## config.mk

```make
export PLATFORM = sky130hd
export DESIGN_NAME = pdc_cell
export DESIGN_NICKNAME = d
export VERILOG_FILES = /design/src/hw/rtl/prefix_code_bit_decoder_core_assert.svh /design/src/hw/rtl/pdc_pkg.sv /design/src/hw/rtl/pdc_cell.sv
export SDC_FILE = /design/constraint.sdc
export NUM_CORES = 1
export LEC_CHECK = 0
export BUFFER_PORTS_ARGS = -buffer_cell sky130_fd_sc_hd__buf_2
export CAP_MARGIN = 10
export CORE_ASPECT_RATIO = 1.4
export CORE_MARGIN = 2
export CORE_UTILIZATION = 35
export DETAILED_ROUTE_END_ITERATION = 8
export PLACE_DENSITY = 0.68
export SKIP_CTS_REPAIR_TIMING = 1
export SLEW_MARGIN = 20
export SYNTH_ARGS = -nofsm -noshare
export SYNTH_HDL_FRONTEND = slang
export SYNTH_SLANG_ARGS = --single-unit
```

## constraint.sdc

```tcl
create_clock -name i_clk -period 4.2 [get_ports i_clk]
set_input_delay 0.21 -clock i_clk [delete_from_list [all_inputs] [get_ports i_clk]]
set_output_delay 0.21 -clock i_clk [all_outputs]
set_load 0.05 [all_outputs]
```

## src/hw/rtl/prefix_code_bit_decoder_core_assert.svh

```systemverilog
// Assertion macros for the prefix-code decoder RTL.
`ifndef PREFIX_CODE_BIT_DECODER_CORE_ASSERT_SVH
`define PREFIX_CODE_BIT_DECODER_CORE_ASSERT_SVH

`ifndef SYNTHESIS
`define PDC_ASSERT_IMP(name, clk, rst_n, ante, cons) \
    name: assert property (@(posedge clk) disable iff (!rst_n) (ante) |-> (cons)) \
        else $error("same-cycle check failed");
`define PDC_ASSERT_NXT(name, clk, rst_n, ante, cons) \
    name: assert property (@(posedge clk) disable iff (!rst_n) (ante) |=> (cons)) \
        else $error("next-cycle check failed");
`else
`define PDC_ASSERT_IMP(name, clk, rst_n, ante, cons)
`define PDC_ASSERT_NXT(name, clk, rst_n, ante, cons)
`endif

`endif

```

## src/hw/rtl/pdc_pkg.sv

```systemverilog
// Types and constants of the prefix-code decoder.
package pdc_pkg;

    localparam int ACC_W  = 32;
    localparam int LEN_W  = 6;
    localparam int SYM_W  = 8;
    localparam int BYTE_W = 8;
    localparam int VB_W   = 4;
    localparam int GRP_W  = 16;
    localparam int GIDX_W = 4;

    localparam logic OP_LOAD       = 1'b0;
    localparam logic OP_DECODE     = 1'b1;
    localparam logic KIND_SYMBOL   = 1'b0;
    localparam logic KIND_OVERFLOW = 1'b1;

    typedef struct packed {
        logic              operation;
        logic [SYM_W-1:0]  symbol;
        logic [ACC_W-1:0]  code_bits;
        logic [LEN_W-1:0]  code_length;
        logic [BYTE_W-1:0] data_byte;
        logic [VB_W-1:0]   valid_bits;
    } t_in_item;

    typedef struct packed {
        logic [SYM_W-1:0] symbol_res;
        logic             kind;
        logic             last;
    } t_out_item;

    typedef struct packed {
        logic [ACC_W-1:0] acc;
        logic [ACC_W-1:0] mask;
        logic [LEN_W-1:0] len_tgt;
        logic             tgt_ok;
    } t_probe;

    typedef struct packed {
        logic              any;
        logic [GIDX_W-1:0] idx;
    } t_grp_hit;

endpackage

```

## src/hw/rtl/pdc_cell.sv

```systemverilog
// One code table entry with its registered match against the accumulator.
module pdc_cell (
    input  logic                        i_clk,
    input  logic                        i_rst_n,
    input  logic                        i_we,
    input  logic [pdc_pkg::ACC_W-1:0]   i_code,
    input  logic [pdc_pkg::LEN_W-1:0]   i_len,
    input  pdc_pkg::t_probe             i_probe,
    output logic                        o_hit
);

    logic [pdc_pkg::ACC_W-1:0] r_code;
    logic [pdc_pkg::LEN_W-1:0] r_len;
    logic                      r_hit;
    logic                      n_hit;

    assign n_hit = i_probe.tgt_ok && (r_len != '0) && (r_len == i_probe.len_tgt) &&
                   (((r_code ^ i_probe.acc) & i_probe.mask) == '0);

    always_ff @(posedge i_clk) begin
        if (!i_rst_n) begin
            r_len <= '0;
            r_hit <= 1'b0;
        end else begin
            if (i_we) begin
                r_len <= i_len;
            end
            r_hit <= n_hit;
        end
    end

    always_ff @(posedge i_clk) begin
        if (i_we) begin
            r_code <= i_code;
        end
    end

    assign o_hit = r_hit;

endmodule

```

* Yosys cells after proc, flatten, opt, wreduce, memory -nomap -nowiden
Cells that the tools add are included.
Widths: inputs -> output; s select.
** Storage, ports and cells
- Bits of input ports :: 112
- Bits in read-only memories :: 0
- Register bits :: 39
- Output and inout port bits :: 1
- Bits in writable memories :: 0
- Memories kept :: 0
- Latch bits :: 0
** Operators by class
- Muxes and demuxes :: 0
- Equality and inequality tests :: 1
- Reduce and logical (&&, ||, !) cells :: 5
- Bitwise logic cells :: 2
- Shifts and indexed selects :: 0
- Add/subtract/negate cells :: 0
- Multipliers :: 0
- Order comparisons :: 0
- Divide/modulo/power cells :: 0
** Operator list (count)
- $and 32x32->32 :: 1
- $logic_not 32->1 :: 1
- $xor 32x32->32 :: 1
- $eq 6x6->1 :: 1
- $reduce_bool 6->1 :: 1
- $logic_and 1x1->1 :: 3

* Longest topological paths before layout
- Depth after elaboration :: 4
- Mapped depth :: 5
- Mapped depth without buffers :: 5

* Worst setup path after synthesis
Ideal clock, no wire load.
- Path kind :: register -> register
- Start :: register r_code[17] (netlist bit)
- End :: register r_hit (netlist: o_hit)
- Data arrival time :: 1252 ps
- Period minus slack after synthesis :: 1340 ps
- Cell stages (with the launch flop) :: 6
- Path buffers :: 0
- Path slack :: 2860 ps
- Cell sequence :: edfxtp_1 xor2_1 a22o_1 a221oi_2 nand4_1 nor4_2
** Between the ends
- Cells in the longest elaborated chain, start to end :: 4
** Ends and longest elaborated chain
- start: declaration :: RTL line pdc_cell.sv:12 : logic [pdc_pkg::ACC_W-1:0] r_code;
- start signal: assignment :: RTL line pdc_cell.sv:34 : r_code <= i_code;
- $xor 32x32->32 :: RTL line pdc_cell.sv:18 : (((r_code ^ i_probe.acc) & i_probe.mask) == '0);
- $and 32x32->32 :: RTL line pdc_cell.sv:18
- $logic_not 32->1 :: RTL line pdc_cell.sv:18
- $logic_and 1x1->1 :: RTL line pdc_cell.sv:17 : assign n_hit = i_probe.tgt_ok && (r_len != '0) && (r_len == i_probe.len_tgt) &&
- end signal: assignment :: RTL line pdc_cell.sv:28 : r_hit <= n_hit;
- end: declaration :: RTL line pdc_cell.sv:14 : logic r_hit;
Every way passes these cells.
A chain may end at the register's enable or synchronous reset.

* Worst setup path in the final report
- Start :: register r_code[9] (netlist bit)
- End :: register r_hit (netlist: o_hit)
Same word-level chain as after synthesis.

==> summary.txt <==
Synth
  • Synth top area cells: edfxtp_1 (55%), xor2_1 (17%), dfxtp_1 (8.1%)
  • Netlist cell types: 18
  • #FFs+latches synth: 39
  • Number of flops mapped to enable cells by yosys: 32
  • Most common cell in the netlist: xor2_1
  • Seq/Total Area, Yosys: 63.3%
  • Top post-synthesis cells by count: xor2_1 (34), edfxtp_1 (32), dfxtp_1 (7)
  • Syn Nets: 227
  • Leading area contributor after synthesis: edfxtp_1
  • Post-synth top flop: edfxtp_1
  • Mapped Area: 1740 µm²
  • Synth top area share: 55.3%
  • Mapped Cells: 115
  • Synth async-reset ratio: 0%
  • Warnings from Yosys: 0
  • Mean Syn Cell Area: 15.1 µm²

Place
  • Port bufs: 112
  • Post-DP HPWL: 3070 µm
  • Gpl congestion: 0.716
  • Worst slack, placed: 2630 ps

Worst setup path
  • Critical path class: reg -> reg
  • R2r setup slk: 2710 ps
  • Crit path launch: r_code[9]$_DFFE_PP_
  • Critical R2R Capture: o_hit$_SDFF_PN0_
  • CP Capture Type: flop
  • Max FO, Critical Path: 1
  • Startpoint Class: flop
  • Arrival time at the worst endpoint: 1700 ps
  • R2r startpoint: r_code[9]$_DFFE_PP_
  • CP endpoint: o_hit$_SDFF_PN0_
  • Reg2Reg Depth: 5
  • Required @ worst endpoint: 4410 ps

Clock network
  • Worst-skew pair later-pin latency: 290 ps
  • CTS Sinks: 39
  • H-tree Lvls: 2
  • CTS buffer count: 5
  • Clk buf depth: 2
  • CTS tree: built
  • Root buffer cell: clkbuf_8
  • Clk pin slew, worst setup/hold paths: 80 ps

Floorplan
  • Site row count: 30
  • Num ports: 113
  • DIE AREA: 5560 µm²
  • Placeable Area: 4800 µm²
  • Die Y-Extent: 87.4 µm
  • Starting Density: 36.2%
  • Die Span X: 63.6 µm

Hold path
  • Hold path start: i_code[26]
  • Hold Crit Class: in -> reg

Global route
  • Largest net degree at the start of global routing: 39
  • Gr usage total: 13.9%
  • Initial antenna violation count: 0
  • First-pass GRT wire length: 5860 µm
  • Vias in the first global route: 1454
  • Overflow after GRT: 0

Pwr
  • Leakage: 0.00112 µW
  • Pwr/cell area: 340 nW/µm²
  • Worst vdd rail ir drop: 0.000205 V

Detailed routing
  • Detailed Routing Iterations Pass 1: 4
  • Residual DRC: 0
  • Iteration-0 DRC Markers: 17
  • WL final: 3770 µm
  • DR vias: 1345
  • Antenna viol nets, final: 0
  • WL/cell: 12.6 µm
  • Vias/cell: 4.51

STA
  • Post-route setup slack: 2710 ps
  • Fin crit period: 1490 ps
  • Rel. slew slack: 41.2%
  • Worst Skew: 9.95 ps
  • Tcrit/Tclk final: 35.6%
  • Slew @ Worst Pin: 882 ps
  • Max Transition Viols Final: 0
  • TNS Setup: 0 ps
  • Unrepaired setup endpoints after global routing: no
  • Fmax achieved: 0.669 GHz
  • Final number of hold-violating endpoints: 0
  • Count of endpoints failing setup in the final report: 0

Outcome
  • Status: complete, no violations

Cells and area
  • Fin nets: 345
  • Area Growth Syn to Fin: 41.8%
  • Diode count: 0
  • Layout cell share with drive strength beyond 1: 51.7%

Flow run
  • Max_cap viols: 0
## worst min-delay path by stage
stage / endpoint / slack (ps) / cells past startpoint
floorplan: r_code[0]$_DFFE_PP_ / 310 / 0
global placement: r_code[21]$_DFFE_PP_ / 390 / 1
detailed placement: r_code[21]$_DFFE_PP_ / 390 / 1
CTS: r_code[26]$_DFFE_PP_ / 80 / 1
global route: r_code[26]$_DFFE_PP_ / 80 / 1
finish: r_code[26]$_DFFE_PP_ / 90 / 1
## routing by layer
metal	track usage, %	part of all wire (%)	up-vias
met5	0	0	-
met4	6.92	2.3	0
met3	4.14	7.1	9
met2	27.1	57	59
met1	12.8	34	603
li1	-	-	674
## flip-flops by register name, indices dropped and copies added (netlist names)
register / cells
o_hit: 1
r_code: 32
r_len: 6
## metrics by stage
step / total power (µW) / std cells / hold slack, ps / utilization [%] / area (µm²)
after detailed placement: 597 / 290 / 388 / 49.5 / 2380
after global placement: 594 / 290 / 387 / 49.5 / 2380
after global routing: 882 / 298 / 78.2 / 51.3 / 2470
after floorplan: 525 / 115 / 309 / - / 1740
after CTS: 851 / 298 / 83.0 / 51.3 / 2470
final: 838 / 298 / 91.4 / 51.3 / 2470
## cell usage in the layout (no fill, tap or decap), drive strengths merged, types with 4 or more instances in the layout
cell / n
buf: 112
xor2: 34
edfxtp: 32
dfxtp: 7
clkbuf: 7
mux2i: 6
nor2b: 6
a221oi: 6
a22o: 5
xnor2: 4
## power by group
part           switching [µW]  internal (µW)  total [µW]
Sequential               12.9            450         463
Clock                     120            131         252
Combinational            49.6           73.6         123
Total                     183            655         838
## cells by family (layout without fill, tap and decap cells)
group | Yosys count | in the layout | synth area share (%)
and+or+nand+nor | 16 | 16 | 5.76
AOI/OAI and AO/OA | 15 | 15 | 8.13
muxes | 6 | 6 | 3.45
buffers and inverters | 1 | 120 | 0.216
xor gates and xnor gates | 38 | 38 | 19.1
DFF | 39 | 39 | 63.3
## critical path: stages (launching register included)
cell	delay, ps
edfxtp_1	390
xor2_1	150
a22o_1	220
a221oi_1	300
nand4_1	190
nor4_2	160
## layout make-up
cell class / count / area [µm²]
fill: 466 / 2340
sequential: 39 / 1100
multi-input combinational: 75 / 634
timing repair buffer: 112 / 561
clock buffer: 7 / 86.3
tap: 64 / 80.1
clock inverter: 1 / 3.75
Power figures use the tool's default switching activity.
