File: config.mk
export PLATFORM = sky130hd
export DESIGN_NAME = pdc_group
export DESIGN_NICKNAME = d
export VERILOG_FILES = /design/src/hw/rtl/prefix_code_bit_decoder_core_assert.svh /design/src/hw/rtl/pdc_pkg.sv /design/src/hw/rtl/pdc_group.sv
export SDC_FILE = /design/constraint.sdc
export NUM_CORES = 1
export LEC_CHECK = 0
export ABC_AREA = 0
export BUFFER_PORTS_ARGS = -buffer_cell sky130_fd_sc_hd__buf_2
export CAP_MARGIN = 30
export CORE_AREA = 2 2 39 41
export DETAILED_ROUTE_END_ITERATION = 8
export DIE_AREA = 0 0 41 43
export PLACE_DENSITY_LB_ADDON = 0.25
export SLEW_MARGIN = 25
export SYNTH_ARGS = -nofsm -noshare
export SYNTH_HDL_FRONTEND = slang
export SYNTH_SLANG_ARGS = --single-unit
File: constraint.sdc
create_clock -name i_clk -period 1.1 [get_ports i_clk]
set_clock_uncertainty 0.15 [all_clocks]
set_input_delay 0.22 -clock i_clk [delete_from_list [all_inputs] [get_ports i_clk]]
set_output_delay 0.22 -clock i_clk [all_outputs]
set_load 0.05 [all_outputs]
File: src/hw/rtl/prefix_code_bit_decoder_core_assert.svh
// Assertion macros for the prefix-code decoder RTL.
`ifndef PREFIX_CODE_BIT_DECODER_CORE_ASSERT_SVH
`define PREFIX_CODE_BIT_DECODER_CORE_ASSERT_SVH

`ifndef SYNTHESIS
`define PDC_ASSERT_IMP(name, clk, rst_n, ante, cons) \
    name: assert property (@(posedge clk) disable iff (!rst_n) (ante) |-> (cons)) \
        else $error("same-cycle check failed");
`define PDC_ASSERT_NXT(name, clk, rst_n, ante, cons) \
    name: assert property (@(posedge clk) disable iff (!rst_n) (ante) |=> (cons)) \
        else $error("next-cycle check failed");
`else
`define PDC_ASSERT_IMP(name, clk, rst_n, ante, cons)
`define PDC_ASSERT_NXT(name, clk, rst_n, ante, cons)
`endif

`endif

File: src/hw/rtl/pdc_pkg.sv
// Types and constants of the prefix-code decoder.
package pdc_pkg;

    localparam int ACC_W  = 32;
    localparam int LEN_W  = 6;
    localparam int SYM_W  = 8;
    localparam int BYTE_W = 8;
    localparam int VB_W   = 4;
    localparam int GRP_W  = 16;
    localparam int GIDX_W = 4;

    localparam logic OP_LOAD       = 1'b0;
    localparam logic OP_DECODE     = 1'b1;
    localparam logic KIND_SYMBOL   = 1'b0;
    localparam logic KIND_OVERFLOW = 1'b1;

    typedef struct packed {
        logic              operation;
        logic [SYM_W-1:0]  symbol;
        logic [ACC_W-1:0]  code_bits;
        logic [LEN_W-1:0]  code_length;
        logic [BYTE_W-1:0] data_byte;
        logic [VB_W-1:0]   valid_bits;
    } t_in_item;

    typedef struct packed {
        logic [SYM_W-1:0] symbol_res;
        logic             kind;
        logic             last;
    } t_out_item;

    typedef struct packed {
        logic [ACC_W-1:0] acc;
        logic [ACC_W-1:0] mask;
        logic [LEN_W-1:0] len_tgt;
        logic             tgt_ok;
    } t_probe;

    typedef struct packed {
        logic              any;
        logic [GIDX_W-1:0] idx;
    } t_grp_hit;

endpackage

File: src/hw/rtl/pdc_group.sv
// Registered highest-index priority pick over one group of cell matches.
module pdc_group (
    input  logic                      i_clk,
    input  logic                      i_rst_n,
    input  logic [pdc_pkg::GRP_W-1:0] i_hits,
    output pdc_pkg::t_grp_hit         o_grp
);

    pdc_pkg::t_grp_hit r_grp;
    pdc_pkg::t_grp_hit n_grp;

    always_comb begin
        n_grp.any = |i_hits;
        n_grp.idx = '0;
        for (int i = 0; i < pdc_pkg::GRP_W; i++) begin
            if (i_hits[i]) begin
                n_grp.idx = pdc_pkg::GIDX_W'(i);
            end
        end
    end

    always_ff @(posedge i_clk) begin
        if (!i_rst_n) begin
            r_grp <= '0;
        end else begin
            r_grp <= n_grp;
        end
    end

    assign o_grp = r_grp;

endmodule

## Word level (Yosys, flattened, before mapping)

Cells that the tools add are included.

| storage, ports and cells | value |
|---|---|
| register bits after elaboration | 5 |
| input bits | 18 |
| output and inout port bits | 5 |
| logic and storage cells | 18 |

| cells by class | value |
|---|---|
| multiplexer cells | 15 |
| reduce and logical (&&, ||, !) cells | 1 |

Operators with widths:

| kind | number |
|---|---|
| 4-bit 2-to-1 mux | 14 |
| 16-bit OR reduction | 1 |
| 1-bit 2-to-1 mux | 1 |

## Logic depth before layout (Yosys ltp)

Gate-level depths: netlist of the first run.

| logic depth | value |
|---|---|
| depth in word-level cells | 15 |
| gate-level depth with buffers | 4 |
| gate-level depth less buffers | 4 |

## Least setup slack after synthesis of the first run

OpenSTA, ideal clock, no wires.

| path | value |
|---|---|
| path kind | input to register |
| start | input port i_hits[12] (netlist name) |
| end | register r_grp, in the netlist o_grp[4] |
| arrival time | 747 ps |
| required time | 815 ps |
| setup slack | 69 ps |
| cell stages on the path | 3 |
| buffers on the path | 0 |
| cell sequence | nor4_2 > and3_1 > a31oi_1 |

| on the way | value |
|---|---|
| word-level cells in the longest chain between the ends | 1 |

Ends and longest elaborated chain:

| what | line | source |
|---|---|---|
| start, declared | pdc_group.sv:5 | `input logic [pdc_pkg::GRP_W-1:0] i_hits,` |
| 16-bit OR reduction | pdc_group.sv:13 | `n_grp.any = \|i_hits;` |
| end signal, assigned | pdc_group.sv:26 | `r_grp <= n_grp;` |
| end, declared | pdc_group.sv:9 | `pdc_pkg::t_grp_hit r_grp;` |

No other way between the ends.
A chain may end at the register's enable or synchronous reset.

## Worst setup path after layout of the first run

| path | value |
|---|---|
| start | register r_grp, in the netlist o_grp[0] |
| end | output port o_grp[0] (netlist name) |

RTL lines:

| what | line | source |
|---|---|---|
| end, declared | pdc_group.sv:6 | `output pdc_pkg::t_grp_hit o_grp` |

No word-level cell between the ends.

==> parameters.txt, run 1 <==
Parameter                              Value

Final layout
  Layout cells sized above 1    0.559
  Number of flip-flops in the largest register    5
  Area growth from synthesis to layout    93.5%
  Leading cell types in the layout, fill and taps excluded    sky130_fd_sc_hd__buf_2 (17), sky130_fd_sc_hd__nor2_1 (8), sky130_fd_sc_hd__buf_4 (6)
  Final design utilization    0.380
  Antenna diode instance count    0
  Commonest non-fill, non-tap cell in the layout    sky130_fd_sc_hd__buf_2
  Filler cell count    154
  Final Net Count    87
  Layout Cell Area excl Fill    526 µm²

Floorplanning
  Die extent in x    41 µm
  Cell row count    14
  Total Die Area    0.00176 mm²
  Core Area    0.00138 mm²
  Chip height    43 µm
  Number of top-level design ports    23
  Starting Density    0.196

Route
  WL final    719 µm
  Post-route DRC    0
  Wire length per cell    8.56 µm
  Total vias in the final route    369
  Count of antenna-violating nets left after detailed routing    0
  Vias per cell    4.39
  Drt initial violations    8
  Drt pass-1 iters    3

Pwr
  Power Internal    0.414 mW
  Logic pwr share    0.292
  Clock network fraction of total power    0.360
  Switching part of the total    0.291
  Worst voltage drop across the vdd grid    259 µV
  Post-route total power    0.584 mW
  Net switching power of the design    0.170 mW
  PwrDens    1110 mW/mm²
  Leakage power    0.257 nW
  Sequential share of power    0.348

GRT
  Initial antenna violation count    0
  Largest net degree at the start of global routing    6
  Vias in the first global route    296
  First-pass GRT wire length    1050 µm
  Overall Global Routing Usage    0.0921
  Remaining Overflow, GRT    0

Yosys
  Count of synthesis-stage warnings from yosys    0
  Flops & latches, synth    5
  Sequential cell area fraction in the yosys report    0.369
  Share of Yosys cell area claimed by the top area cell type    0.369
  Synth unique cells    18
  Number of instances in the synthesized netlist    36
  Synthesized Nets    54
  Mapped cell area    272 µm²
  Mean instance size in the synthesized netlist    7.54 µm²
  Ranking of synthesized cells by area    sky130_fd_sc_hd__dfxtp_1 (37%), sky130_fd_sc_hd__nor2_1 (11%), sky130_fd_sc_hd__a21oi_1 (7.4%), sky130_fd_sc_hd__inv_1 (5.5%), sky130_fd_sc_hd__nor4_1 (4.6%)
  Yosys top cell by area    sky130_fd_sc_hd__dfxtp_1

Worst setup path
  Cell type group with the largest total delay on the critical path    flip-flops
  Endpoint type of the worst setup path    output port
  Category of the worst setup path launch point    register
  Crit path buf inv count    1
  Highest-delay cell along the critical path    sky130_fd_sc_hd__dfxtp_2
  Worst path cell trace    buf_6
  Critical path arrival    0.70 ns
  Critical path data required time    0.73 ns
  Setup CP Type    register to output port
  Maximum fanout along the worst path    1
  CP peak stage delay    0.32 ns
  Startpoint of the most critical setup path    o_grp[0]

CTS
  Number of buffers created by CTS    3
  Clock edge transition at the registers on the reported setup and hold paths    0.04 ns
  Post-CTS Hold Buffers    0
  Setup fix buffers added after clock tree synthesis    0
  Cell chosen for the clock root    sky130_fd_sc_hd__clkbuf_4
  H-tree depth    1
  Maximum count of clock buffers along a single path    2
  Clock tree from TritonCTS    done
  Number of sinks handled by clock tree synthesis    5

Min path
  Min-Delay Path Class    input pin to register
  Hold Path Origin    i_rst_n

STA
  Clock period minus worst slack    1.07 ns
  Maximum clock frequency    933 MHz
  Setup WS post-layout    0.0279 ns
  Count of final setup violators    0
  Rel. slew slack    0.780
  Final clock period utilization by the worst path    0.975
  Unrepaired setup endpoints after global routing    true
  Max-slew violation count    0
  Hold Fails Final Rpt    0
  Transition time of the tightest slew-check pin    0.327 ns
  Worst slack on hold paths    0.116 ns

Placement
  Post-Place Setup Slack    -0.158 ns
  Half-perimeter wire length of the detailed placement result    627 µm
  Routability Congestion    0.664
  Placed inst area    447 µm²
  Port buffer count    22

Run
  Max capacitance violation total    0

Status
  Run status    complete, no violations
==> cell usage after synthesis <==
| cell | instances |
|---|---|
| sky130_fd_sc_hd__nor2_1 | 8 |
| sky130_fd_sc_hd__o311a_1 | 1 |
| sky130_fd_sc_hd__nor4_1 | 2 |
| sky130_fd_sc_hd__nand3b_1 | 1 |
| sky130_fd_sc_hd__nand2b_1 | 1 |
| sky130_fd_sc_hd__o22ai_1 | 1 |
| sky130_fd_sc_hd__o311ai_1 | 1 |
| sky130_fd_sc_hd__inv_1 | 4 |
| sky130_fd_sc_hd__a311oi_1 | 1 |
| sky130_fd_sc_hd__a31oi_1 | 1 |
| sky130_fd_sc_hd__nand2_1 | 1 |
| sky130_fd_sc_hd__and3_1 | 1 |
| sky130_fd_sc_hd__dfxtp_1 | 5 |
| sky130_fd_sc_hd__a21oi_1 | 4 |
| sky130_fd_sc_hd__nand4_1 | 1 |
| sky130_fd_sc_hd__nor4_2 | 1 |
| sky130_fd_sc_hd__nor2_2 | 1 |
| sky130_fd_sc_hd__o21ai_0 | 1 |
==> stage by stage <==
| step | TNS (ns) | std cells |
|---|---|---|
| 2_1_floorplan | 0 | 36 |
| 3_3_place_gp | -0.474 | 80 |
| 3_5_place_dp | -0.483 | 80 |
| 4_1_cts | 0 | 84 |
| 5_1_grt | -0.0174 | 84 |
| 6_report | 0 | 84 |
==> layout make-up <==
| cell class | instances | area (µm²) | share of cell area |
|---|---|---|---|
| Multi-Input combinational cell | 27 | 156 | 0.298 |
| Timing Repair Buffer | 28 | 201 | 0.383 |
| Sequential cell | 5 | 106 | 0.202 |
| Clock buffer | 4 | 26.3 | 0.0500 |
| Inverter | 4 | 15.0 | 0.0286 |
| Tap cell | 16 | 20.0 | 0.0381 |
==> power groups by stage <==
| stage | clock, mW | sequential (mW) | combinational [mW] |
|---|---|---|---|
| floorplan | 0 | 0.243 | 0.0302 |
| global placement | 0 | 0.199 | 0.150 |
| detailed placement | 0 | 0.199 | 0.151 |
| CTS | 0.223 | 0.199 | 0.165 |
| global route | 0.239 | 0.204 | 0.184 |
| finish | 0.210 | 0.203 | 0.171 |
==> metal layers <==
layer | vias to the layer above | global-route usage | routed length, µm
li1 | 198 | - | -
met1 | 159 | 0.0955 | 304
met2 | 12 | 0.138 | 371
met3 | 0 | 0.0157 | 43
met4 | 0 | 0.100 | 0
met5 | - | 0 | 0
==> logic make-up after synthesis <==
logic type	after synthesis	share of synthesized area
AND/OR/NAND/NOR	17	0.336
AO/OA/AOI/OAI	10	0.240
flip-flops	5	0.369
buffers and inverters	4	0.0553
==> timing repair <==
| item | 4_1_cts | 5_1_grt |
|---|---|---|
| hold endpoints to repair | 0 | 0 |
| gates cloned | 0 | 0 |
| resized for setup | 10 | 9 |
| setup endpoints to repair | 5 | 5 |
==> path summary, 6_finish.rpt <==
check / slack, ns / end / cells after the start
setup / recovery: 0.03 / o_grp[0] / 1
hold / removal: 0.12 / o_grp[0] / 3
No activity file was read; power rests on OpenSTA's default activity.
==> inputs of run 2 (changes only) <==
- PLACE_DENSITY: default -> 0.45
- PLACE_DENSITY_LB_ADDON: 0.25 -> default
==> run 2 against run 1 <==
Wire length rose by 6.7%. Critical path type unchanged. Die area unchanged. Sequential power hardly changed. Clock-buffer cell count is 1 lower. Global-route usage is 0.90 points higher. Largest power group unchanged. First-iteration DRC count down 75%. Fmax fell by 0.78%.
==> parameters.txt, run 2 (synthesized netlist as in run 1, its figures left out) <==
Parameter                              Value

STA
  Maximum clock frequency    925 MHz
  Clock period minus worst slack    1.08 ns
  Final clock period utilization by the worst path    0.982
  Hold Fails Final Rpt    0
  Max-slew violation count    0
  Transition time of the tightest slew-check pin    0.305 ns
  Setup WS post-layout    0.0194 ns
  Count of final setup violators    0
  Worst slack on hold paths    0.106 ns
  Unrepaired setup endpoints after global routing    true
  Rel. slew slack    0.795

Final layout
  Final instance count without filler cells    84
  Filler cell count    153
  Layout cells sized above 1    0.574
  Register area    106 µm²
  Number of flip-flops in the largest register    5
  Antenna diode instance count    0
  Commonest non-fill, non-tap cell in the layout    sky130_fd_sc_hd__buf_2
  Area taken by multi-input logic gates    156 µm²
  Final Net Count    87
  Layout Cell Area excl Fill    519 µm²
  Leading cell types in the layout, fill and taps excluded    sky130_fd_sc_hd__buf_2 (17), sky130_fd_sc_hd__nor2_1 (8), sky130_fd_sc_hd__buf_4 (6)
  Area growth from synthesis to layout    91.2%

Floorplanning
  Number of top-level design ports    23
  Starting Density    0.196
  Core Area    0.00138 mm²
  Cell row count    14
  Total Die Area    0.00176 mm²
  Chip height    43 µm
  Die extent in x    41 µm

Route
  Total vias in the final route    373
  Count of antenna-violating nets left after detailed routing    0
  Drt pass-1 iters    4
  Drt initial violations    2
  Vias per cell    4.44
  Post-route DRC    0
  WL final    767 µm
  Wire length per cell    9.13 µm

Worst setup path
  CP peak stage delay    0.33 ns
  Critical path data required time    0.73 ns
  Crit path buf inv count    1
  Worst path cell trace    buf_8
  Endpoint type of the worst setup path    output port
  Setup CP Type    register to output port
  Critical path arrival    0.71 ns
  Maximum fanout along the worst path    1
  Highest-delay cell along the critical path    sky130_fd_sc_hd__dfxtp_2
  Category of the worst setup path launch point    register
  Cell type group with the largest total delay on the critical path    flip-flops

Pwr
  PwrDens    1120 mW/mm²
  Post-route total power    0.580 mW
  Worst voltage drop across the vdd grid    243 µV
  Leakage power    0.257 nW

Placement
  Port buffer count    22
  Half-perimeter wire length of the detailed placement result    684 µm
  Post-Place Setup Slack    -0.139 ns
  Placed inst area    447 µm²
  Routability Congestion    0.659
  Number of placed cells counting well taps    80

GRT
  Vias in the first global route    328
  First-pass GRT wire length    1190 µm
  Initial antenna violation count    0
  Remaining Overflow, GRT    0
  Largest net degree at the start of global routing    6
  Overall Global Routing Usage    0.101

CTS
  Setup fix buffers added after clock tree synthesis    0
  Cell chosen for the clock root    sky130_fd_sc_hd__clkbuf_4
  Maximum count of clock buffers along a single path    2
  Post-CTS Hold Buffers    0
  Number of sinks handled by clock tree synthesis    5
  Clock tree from TritonCTS    done
  H-tree depth    1
  Clock edge transition at the registers on the reported setup and hold paths    0.05 ns
  Number of buffers created by CTS    3

Run
  Max capacitance violation total    0

Status
  Run status    complete, no violations

Min path
  Min-Delay Path Class    input pin to register
-- run 2: path summary, 6_finish.rpt --
check  slack [ns]        from       end  cells after the start
max          0.02    o_grp[1]  o_grp[1]                      1
min          0.11  i_hits[15]  o_grp[2]                      3
-- run 2: layer usage --
metal | GRT usage | vias to the layer above | routed length (µm)
met5 | 0 | - | 0
met4 | 0.0800 | 0 | 0
met3 | 0.0314 | 0 | 75
met2 | 0.163 | 14 | 379
met1 | 0.0987 | 163 | 312
li1 | - | 196 | -
-- run 2: where the power goes --
part | total [mW] | internal (mW) | leakage (nW) | switching (mW)
combinational | 0.169 | 0.0772 | 0.197 | 0.0914
sequential | 0.202 | 0.196 | 0.0424 | 0.00603
clock | 0.209 | 0.132 | 0.0177 | 0.0778
-- run 2: area by class of cell --
| type | count | area share |
|---|---|---|
| inverter | 4 | 0.0289 |
| clock inverter | 1 | 0.00964 |
| multi-input combinational | 27 | 0.301 |
| clock buffer | 3 | 0.0434 |
| timing repair buffer | 28 | 0.373 |
| tap | 16 | 0.0386 |
| sequential | 5 | 0.205 |
-- run 2: stage by stage --
step                       util  TNS (ns)
after floorplan               -         0
after global placement    0.323    -0.480
after detailed placement  0.323    -0.437
after CTS                 0.367         0
after global routing      0.375   -0.0134
final                     0.375         0
-- run 2: what timing repair did --
item	CTS	global route
pin swaps	0	0
resized for setup	12	5
endpoints found under the setup margin	5	5
==> inputs of run 3 (changes only) <==
- PLACE_DENSITY: 0.45 -> 0.57
==> run 3 against run 2 <==
Sequential power hardly changed. Hold slack better by 0.0044 ns. Cell count stayed put. First-iteration DRC count grew to 3.0 times the previous value. Die area stayed put. Design area is 0.24% lower. Wire length is 4.7% lower. Sequential cell count stayed put. Clock-buffer cell count is 1 higher. Core utilization is 0.090 points lower.
==> parameters.txt, run 3 (synthesized netlist as in run 1, its figures left out) <==
Parameter                              Value

Final layout
  Layout cells sized above 1    0.559
  Area growth from synthesis to layout    90.8%
  Final Net Count    87
  Filler cell count    155
  Antenna diode instance count    0
  Leading cell types in the layout, fill and taps excluded    sky130_fd_sc_hd__buf_2 (17), sky130_fd_sc_hd__nor2_1 (8), sky130_fd_sc_hd__buf_4 (6)
  Layout Cell Area excl Fill    518 µm²
  Commonest non-fill, non-tap cell in the layout    sky130_fd_sc_hd__buf_2
  Number of flip-flops in the largest register    5

Status
  Run status    complete, no violations

CTS
  Clock tree from TritonCTS    done
  Setup fix buffers added after clock tree synthesis    0
  Maximum count of clock buffers along a single path    2
  Number of buffers created by CTS    3
  Cell chosen for the clock root    sky130_fd_sc_hd__clkbuf_4
  Clock edge transition at the registers on the reported setup and hold paths    0.04 ns
  Post-CTS Hold Buffers    0
  Number of sinks handled by clock tree synthesis    5
  H-tree depth    1

GRT
  Initial antenna violation count    0
  Overall Global Routing Usage    0.0930
  First-pass GRT wire length    1080 µm
  Largest net degree at the start of global routing    6
  Vias in the first global route    311
  Remaining Overflow, GRT    0

Worst setup path
  Highest-delay cell along the critical path    sky130_fd_sc_hd__dfxtp_2
  Maximum fanout along the worst path    1
  Category of the worst setup path launch point    register
  Cell type group with the largest total delay on the critical path    flip-flops
  Critical path arrival    0.70 ns
  Setup CP Type    register to output port
  Crit path buf inv count    1
  Startpoint of the most critical setup path    o_grp[0]
  CP peak stage delay    0.32 ns
  Critical path data required time    0.73 ns
  Endpoint type of the worst setup path    output port
  Worst path cell trace    buf_8

STA
  Hold Fails Final Rpt    0
  Count of final setup violators    0
  Worst slack on hold paths    0.110 ns
  Final clock period utilization by the worst path    0.971
  Rel. slew slack    0.788
  Unrepaired setup endpoints after global routing    true
  Clock period minus worst slack    1.07 ns
  Maximum clock frequency    936 MHz
  Transition time of the tightest slew-check pin    0.315 ns
  Max-slew violation count    0

Route
  Drt initial violations    6
  Vias per cell    4.37
  WL final    731 µm
  Drt pass-1 iters    4
  Wire length per cell    8.70 µm
  Count of antenna-violating nets left after detailed routing    0
  Post-route DRC    0
  Total vias in the final route    367

Floorplanning
  Chip height    43 µm
  Die extent in x    41 µm
  Starting Density    0.196
  Number of top-level design ports    23
  Total Die Area    0.00176 mm²
  Core Area    0.00138 mm²
  Cell row count    14

Placement
  Half-perimeter wire length of the detailed placement result    654 µm
  Routability Congestion    0.723
  Port buffer count    22
  Placed inst area    447 µm²

Min path
  Min-Delay Path Class    input pin to register
  Hold Path Origin    i_rst_n

Pwr
  Leakage power    0.254 nW
  Worst voltage drop across the vdd grid    221 µV
  PwrDens    1120 mW/mm²

Run
  Max capacitance violation total    0
[run 3: cell types whose count changed in the layout (fill, tap and decap cells not counted)]
cell | previous run | this run
sky130_fd_sc_hd__clkbuf_1 | 0 | 1
sky130_fd_sc_hd__clkinv_2 | 1 | 0
[run 3: final cells by class]
type                       count  area [µm²]  area share
sequential                     5         106       0.205
clock buffer                   4        26.3      0.0507
timing repair buffer          28         194       0.374
inverter                       4        15.0      0.0290
tap                           16        20.0      0.0386
multi-input combinational     27         156       0.302
[run 3: repair_timing]
action,4_1_cts,5_1_grt
setup endpoints to repair,5,5
endpoints found under the hold margin,0,0
pin swaps,0,0
gates resized for setup,10,7
[run 3: power by group]
part	switching, mW	internal (mW)
Sequential	0.00583	0.197
Clock	0.0706	0.137
Combinational	0.0909	0.0777
[run 3: path summary, 6_finish.rpt]
| path | cells after the start | to | slack, ns |
|---|---|---|---|
| setup / recovery | 1 | o_grp[0] | 0.03 |
| hold / removal | 3 | o_grp[0] | 0.11 |
[run 3: metal layers]
metal / global-route usage / routed length, µm
met2: 0.159 / 404
met4: 0.100 / 0
met3: 0 / 51
met1: 0.0857 / 275
met5: 0 / 0
[run 3: metrics by stage]
| stage | worst slack, ns | setup TNS [ns] | power (mW) | util | instances |
|---|---|---|---|---|---|
| 2_1_floorplan | 0.0688 | 0 | 0.273 | - | 36 |
| 3_3_place_gp | -0.139 | -0.408 | 0.350 | 0.323 | 80 |
| 3_5_place_dp | -0.163 | -0.448 | 0.351 | 0.323 | 80 |
| 4_1_cts | 0.00975 | 0 | 0.584 | 0.364 | 84 |
| 5_1_grt | -0.00355 | -0.00652 | 0.619 | 0.374 | 84 |
| 6_report | 0.0315 | 0 | 0.578 | 0.374 | 84 |
